--- config.mk ---
export PLATFORM = sky130hd
export DESIGN_NAME = bsps_div_stage
export DESIGN_NICKNAME = d
export VERILOG_FILES = /design/src/design/box_surface_point_sampler_assert.svh /design/src/design/bsps_pkg.sv /design/src/design/bsps_div_stage.sv
export SDC_FILE = /design/constraint.sdc
export NUM_CORES = 1
export LEC_CHECK = 0
export ABC_AREA = 0
export BUFFER_PORTS_ARGS = -buffer_cell sky130_fd_sc_hd__buf_2
export CELL_PAD_IN_SITES_DETAIL_PLACEMENT = 2
export CELL_PAD_IN_SITES_GLOBAL_PLACEMENT = 2
export CORE_ASPECT_RATIO = 1.5
export CORE_MARGIN = 1
export CORE_UTILIZATION = 35
export DETAILED_ROUTE_END_ITERATION = 8
export HOLD_SLACK_MARGIN = 0.15
export PLACE_DENSITY = 0.95
export REMOVE_ABC_BUFFERS = 1
export SYNTH_ARGS = -nofsm -noshare
export SYNTH_HDL_FRONTEND = slang
export SYNTH_SLANG_ARGS = --single-unit
--- constraint.sdc ---
create_clock -name i_clk -period 11.73 [get_ports i_clk]
set_input_delay 1.7595 -clock i_clk [delete_from_list [all_inputs] [get_ports i_clk]]
set_output_delay 1.7595 -clock i_clk [all_outputs]
set_load 0.05 [all_outputs]
--- src/design/box_surface_point_sampler_assert.svh ---
// assertion macros for the box surface point sampler
// used by box_surface_point_sampler.sv, needs i_clk and i_rst_n in scope
`ifndef BOX_SURFACE_POINT_SAMPLER_ASSERT_SVH
`define BOX_SURFACE_POINT_SAMPLER_ASSERT_SVH
`ifndef SYNTH
`define BSPS_ASSERT(lbl, prop) \
    lbl: assert property (@(posedge i_clk) disable iff (!i_rst_n) prop) \
        else $error("bsps assertion failed");
`define BSPS_ASSERT_ALWAYS(lbl, prop) \
    lbl: assert property (@(posedge i_clk) prop) \
        else $error("bsps assertion failed");
`else
`define BSPS_ASSERT(lbl, prop)
`define BSPS_ASSERT_ALWAYS(lbl, prop)
`endif
`endif

--- src/design/bsps_pkg.sv ---
// shared types and constants of the box surface point sampler
// no dependencies
`default_nettype none
package bsps_pkg;
    localparam int COORD_W    = 32;
    localparam int FACE_W     = 3;
    localparam int CFG_IDX_W  = 3;
    localparam int Q_W        = 32;
    localparam int DIV_BITS   = 2;
    localparam int DIV_STAGES = Q_W / DIV_BITS;
    localparam logic [COORD_W-1:0] MAX_RESET = 32'h0001_0000;

    typedef enum logic [CFG_IDX_W-1:0] {
        REG_MIN_X = 3'd0,
        REG_MIN_Y = 3'd1,
        REG_MIN_Z = 3'd2,
        REG_MAX_X = 3'd3,
        REG_MAX_Y = 3'd4,
        REG_MAX_Z = 3'd5
    } t_reg;

    typedef enum logic [FACE_W-1:0] {
        FACE_NX = 3'd0,
        FACE_PX = 3'd1,
        FACE_NY = 3'd2,
        FACE_PY = 3'd3,
        FACE_NZ = 3'd4,
        FACE_PZ = 3'd5
    } t_face;

    typedef enum logic [1:0] {
        FM_NORMAL = 2'd0,
        FM_ZERO   = 2'd1,
        FM_SAT    = 2'd2
    } t_frac_mode;

    typedef struct packed {
        logic       valid;
        t_face      face;
        t_frac_mode mode;
    } t_div_ctl;
endpackage
`default_nettype wire

--- src/design/bsps_div_stage.sv ---
// one registered stage of the in-face fraction divider, two quotient bits
// depends on bsps_pkg
`default_nettype none
module bsps_div_stage #(
    parameter int AREA_W   = 48,
    parameter int SAMPLE_W = 16
) (
    input  wire logic                      i_clk,
    input  wire logic                      i_rst_n,
    input  wire logic                      i_adv,
    input  wire bsps_pkg::t_div_ctl        i_ctl,
    input  wire logic [AREA_W-1:0]         i_r,
    input  wire logic [AREA_W-1:0]         i_area,
    input  wire logic [bsps_pkg::Q_W-1:0]  i_q,
    input  wire logic [SAMPLE_W-1:0]       i_sv,
    output bsps_pkg::t_div_ctl             o_ctl,
    output logic [AREA_W-1:0]              o_r,
    output logic [AREA_W-1:0]              o_area,
    output logic [bsps_pkg::Q_W-1:0]       o_q,
    output logic [SAMPLE_W-1:0]            o_sv
);
    bsps_pkg::t_div_ctl          r_ctl;
    logic [AREA_W-1:0]           r_r;
    logic [AREA_W-1:0]           r_area;
    logic [bsps_pkg::Q_W-1:0]    r_q;
    logic [SAMPLE_W-1:0]         r_sv;
    logic [AREA_W-1:0]           n_r;
    logic [bsps_pkg::Q_W-1:0]    n_q;

    always_comb begin
        logic [AREA_W:0] w_t;
        logic [AREA_W:0] w_d;
        n_r = i_r;
        n_q = i_q;
        for (int j = 0; j < bsps_pkg::DIV_BITS; j++) begin
            w_t = {n_r, 1'b0};
            w_d = w_t - {1'b0, i_area};
            if (w_t >= {1'b0, i_area}) begin
                n_r = w_d[AREA_W-1:0];
                n_q = {n_q[bsps_pkg::Q_W-2:0], 1'b1};
            end else begin
                n_r = w_t[AREA_W-1:0];
                n_q = {n_q[bsps_pkg::Q_W-2:0], 1'b0};
            end
        end
    end

    always_ff @(posedge i_clk) begin
        if (!i_rst_n) begin
            r_ctl <= '0;
        end else if (i_adv) begin
            r_ctl <= i_ctl;
        end
    end

    always_ff @(posedge i_clk) begin
        if (i_adv) begin
            r_r    <= n_r;
            r_q    <= n_q;
            r_area <= i_area;
            r_sv   <= i_sv;
        end
    end

    assign o_ctl  = r_ctl;
    assign o_r    = r_r;
    assign o_area = r_area;
    assign o_q    = r_q;
    assign o_sv   = r_sv;
endmodule
`default_nettype wire

==> impl_metrics.ini <==
[run_status]
outcome = completed

[route]
via_count = 10500
avgViaCountPerCell = 5.64
dr.pass1.iters = 5
first_iter_violations = 379
wl_per_cell_um = 22.6
antenna_left = 0
route.detailed.drc = 0
wl_um = 42000

[setup_path]
timing.critical_path.buf_inv = 4
cp_top_family = simple AND/OR/NAND/NOR gates
crit_top_cell = nand4_1
path_class = in2reg
startpoint_type = input port
critPathMaxFanout = 30
required_ns = 11.94
endpoint_kind = flip-flop
cp_slowest_cell = nor2_4
path_cells = buf_2 -> inv_1 -> ha_1 -> nand4_1 -> nor4_1 -> nand4_1 -> nor3_1 -> o32ai_1 -> o2111a_1 -> nor2_4 -> buf_4 -> mux2_2 -> ha_1 -> nand4_1 -> nor3_1 -> a221oi_1 -> a211oi_1 -> nor2_1 -> o21ai_1 -> a21o_1 -> nor2_4 -> buf_4 -> mux2_2
slowest_delay_ns = 0.68
crit_arrival_ns = 9.62

[floorplanning]
ios = 303
die_w_um = 149
dieArea_mm2 = 0.0333
die_h_um = 223
std_cell_rows = 80
initial_core_util = 0.357
coreArea_mm2 = 0.0319

[pwr]
intPower_mw = 1.47
pwr-share-comb = 0.496
seqPwrFrac = 0.279
ir_worst_vdd_mv = 0.107
clkPwrFrac = 0.225
leakage_nw = 5.98
p_sw_mw = 1.16
pwr_density_cell_mw_per_mm2 = 190
finalPower_mw = 2.63
swShare = 0.441

[synthesis]
seq_area_frac_synth = 0.390
synth_area_per_cell_um2 = 9.82
async_flop_share = 0
syn_area_mm2 = 0.0114
synthFlopType = edfxtp_1
ys_seq_elements = 150
yosysWarnings = 0
synth_edf_count = 144
synthCells = 1160
synthDistinctLibCells = 78

[timing]
rsz0062_at_grt = false
fin_tns_setup_ns = 0
finalCritPeriodShare = 0.803
fmax_ghz = 0.106
setup_violations = 0
slew_headroom = 0.177
tightest_slew_ns = 1.22
finalHoldViolCount = 0
period_minus_slack_ns = 9.42
whs_ns = 0.535
skew_ns = 0
finalMaxSlewViolations = 0

[clock_tree]
clkTransAtPathRegs_ns = 0.07
htreeDepth = 4
cts_hold_buf = 0
clockBufferDepth = 2
cts_sinks = 150
cts-root-buf = clkbuf_16
clk_latency_ns = 0.46
postCtsSetupBuffers = 0
cts_resized = 0
cts_made_buffers = 17
cts_tree = done

[grt]
first_global_vias = 11700
grt_pass1_wl_um = 64400
grt_max_degree = 79
overflow = 0
antenna_found_initial = 5
grt_usage = 0.254

[min_path]
hold_class = reg2reg

[layout]
final_nets = 1685
multi_input_comb_area_mm2 = 0.00642
design_area_mm2 = 0.0138
syn_to_final_growth_pct = 21.5
ff_latch_area_mm2 = 0.00444
final_layout_size_suffix_gt1_frac = 0.278
fillCellCount = 3499

[place]
placed_area_mm2 = 0.0132
gp_congestion = 0.859
io_buffers = 300
dp_hpwl_um = 33800

[job]
drv_cap = 0
[tightest hold or removal path, cell delays in order, from the launching register on]
cell     delay, ns
dfxtp_1       0.34
mux2i_1       0.07
nor2b_1       0.09
[per-stage QoR]
step | util | worst slack (ns) | instances
after CTS | 0.433 | 2.27 | 1859
after global routing | 0.433 | 1.99 | 1863
final | 0.433 | 2.31 | 1863
after detailed placement | 0.414 | 1.85 | 1827
after global placement | 0.414 | 2.13 | 1827
after floorplan | - | 3.39 | 1113
[cell families after synthesis]
logic type,synth area share
AOI/OAI and AO/OA,0.195
and+or+nand+nor,0.124
DFF,0.390
buffers and inverters,0.0470
adders and majority gates,0.106
xor gates and xnor gates,0.0661
muxes,0.0718
[state kept, by name, indices dropped and copies added (netlist names)]
name	count
o_q	32
o_r	48
o_ctl	6
o_area	48
o_sv	16
[per-layer routing]
| layer | up-vias | wire length (µm) | global-route usage | part of all wire |
|---|---|---|---|---|
| met5 | - | 17 | 0 | 0.00040 |
| met1 | 5227 | 14800 | 0.241 | 0.35 |
| met4 | 2 | 1860 | 0.136 | 0.044 |
| met3 | 105 | 1460 | 0.0413 | 0.035 |
| met2 | 299 | 23900 | 0.504 | 0.57 |
| li1 | 4868 | - | - | - |
[synth_stat cells (all sizes together), types with 13 or more instances]
cell type	number	share of area
a21oi	127	0.057
o21bai	16	0.011
o21ai	63	0.028
mux2	64	0.064
ha	95	0.10
nand2	71	0.023
nand4	27	0.015
xor2	31	0.024
nor3	19	0.0088
inv	79	0.026
buf	23	0.013
nor2	83	0.028
a31oi	13	0.0071
nand3	24	0.011
xnor2	55	0.042
o211ai	13	0.011
clkbuf	24	0.0079
a21o	34	0.022
edfxtp	144	0.38
[cell usage in the layout, fill, tap and decap left out, types with 34 or more instances in the layout]
cell type  instances
xnor2_1           55
nor2_1            81
inv_1             79
buf_2            299
o21ai_0           57
a21o_1            34
edfxtp_1         144
ha_1              95
mux2_2            48
nand2_1           71
a21oi_1          126
[power groups by stage]
stage          Combinational (mW)  Sequential (mW)  Clock [mW]
4_1_cts                      1.31            0.737       0.607
3_5_place_dp                 1.29            0.746           0
5_1_grt                      1.39            0.743       0.620
3_3_place_gp                 1.23            0.738           0
6_report                     1.31            0.735       0.591
2_1_floorplan               0.619             1.06           0
[area by class of cell]
class | instances | share of cell area
timing repair buffer | 304 | 0.111
clock inverter | 15 | 0.0138
inverter | 79 | 0.0214
antenna | 4 | 0.000724
sequential | 150 | 0.321
clock buffer | 17 | 0.0307
tap | 410 | 0.0371
multi-input combinational | 884 | 0.464
[final timing paths]
kind | startpoint | cells past startpoint | slack [ns] | endpoint
setup / recovery | i_area[17] | 23 | 2.31 | o_r[27]$_DFFE_PP_
hold / removal | o_ctl[1]$_SDFFE_PN0P_ | 2 | 0.54 | o_ctl[1]$_SDFFE_PN0P_
setup reg to reg | o_ctl[0]$_SDFFE_PN0P_ | 2 | 11.11 | o_ctl[0]$_SDFFE_PN0P_
hold reg to reg | o_ctl[1]$_SDFFE_PN0P_ | 2 | 0.54 | o_ctl[1]$_SDFFE_PN0P_
Note: power is estimated with default switching activity, not from simulation.
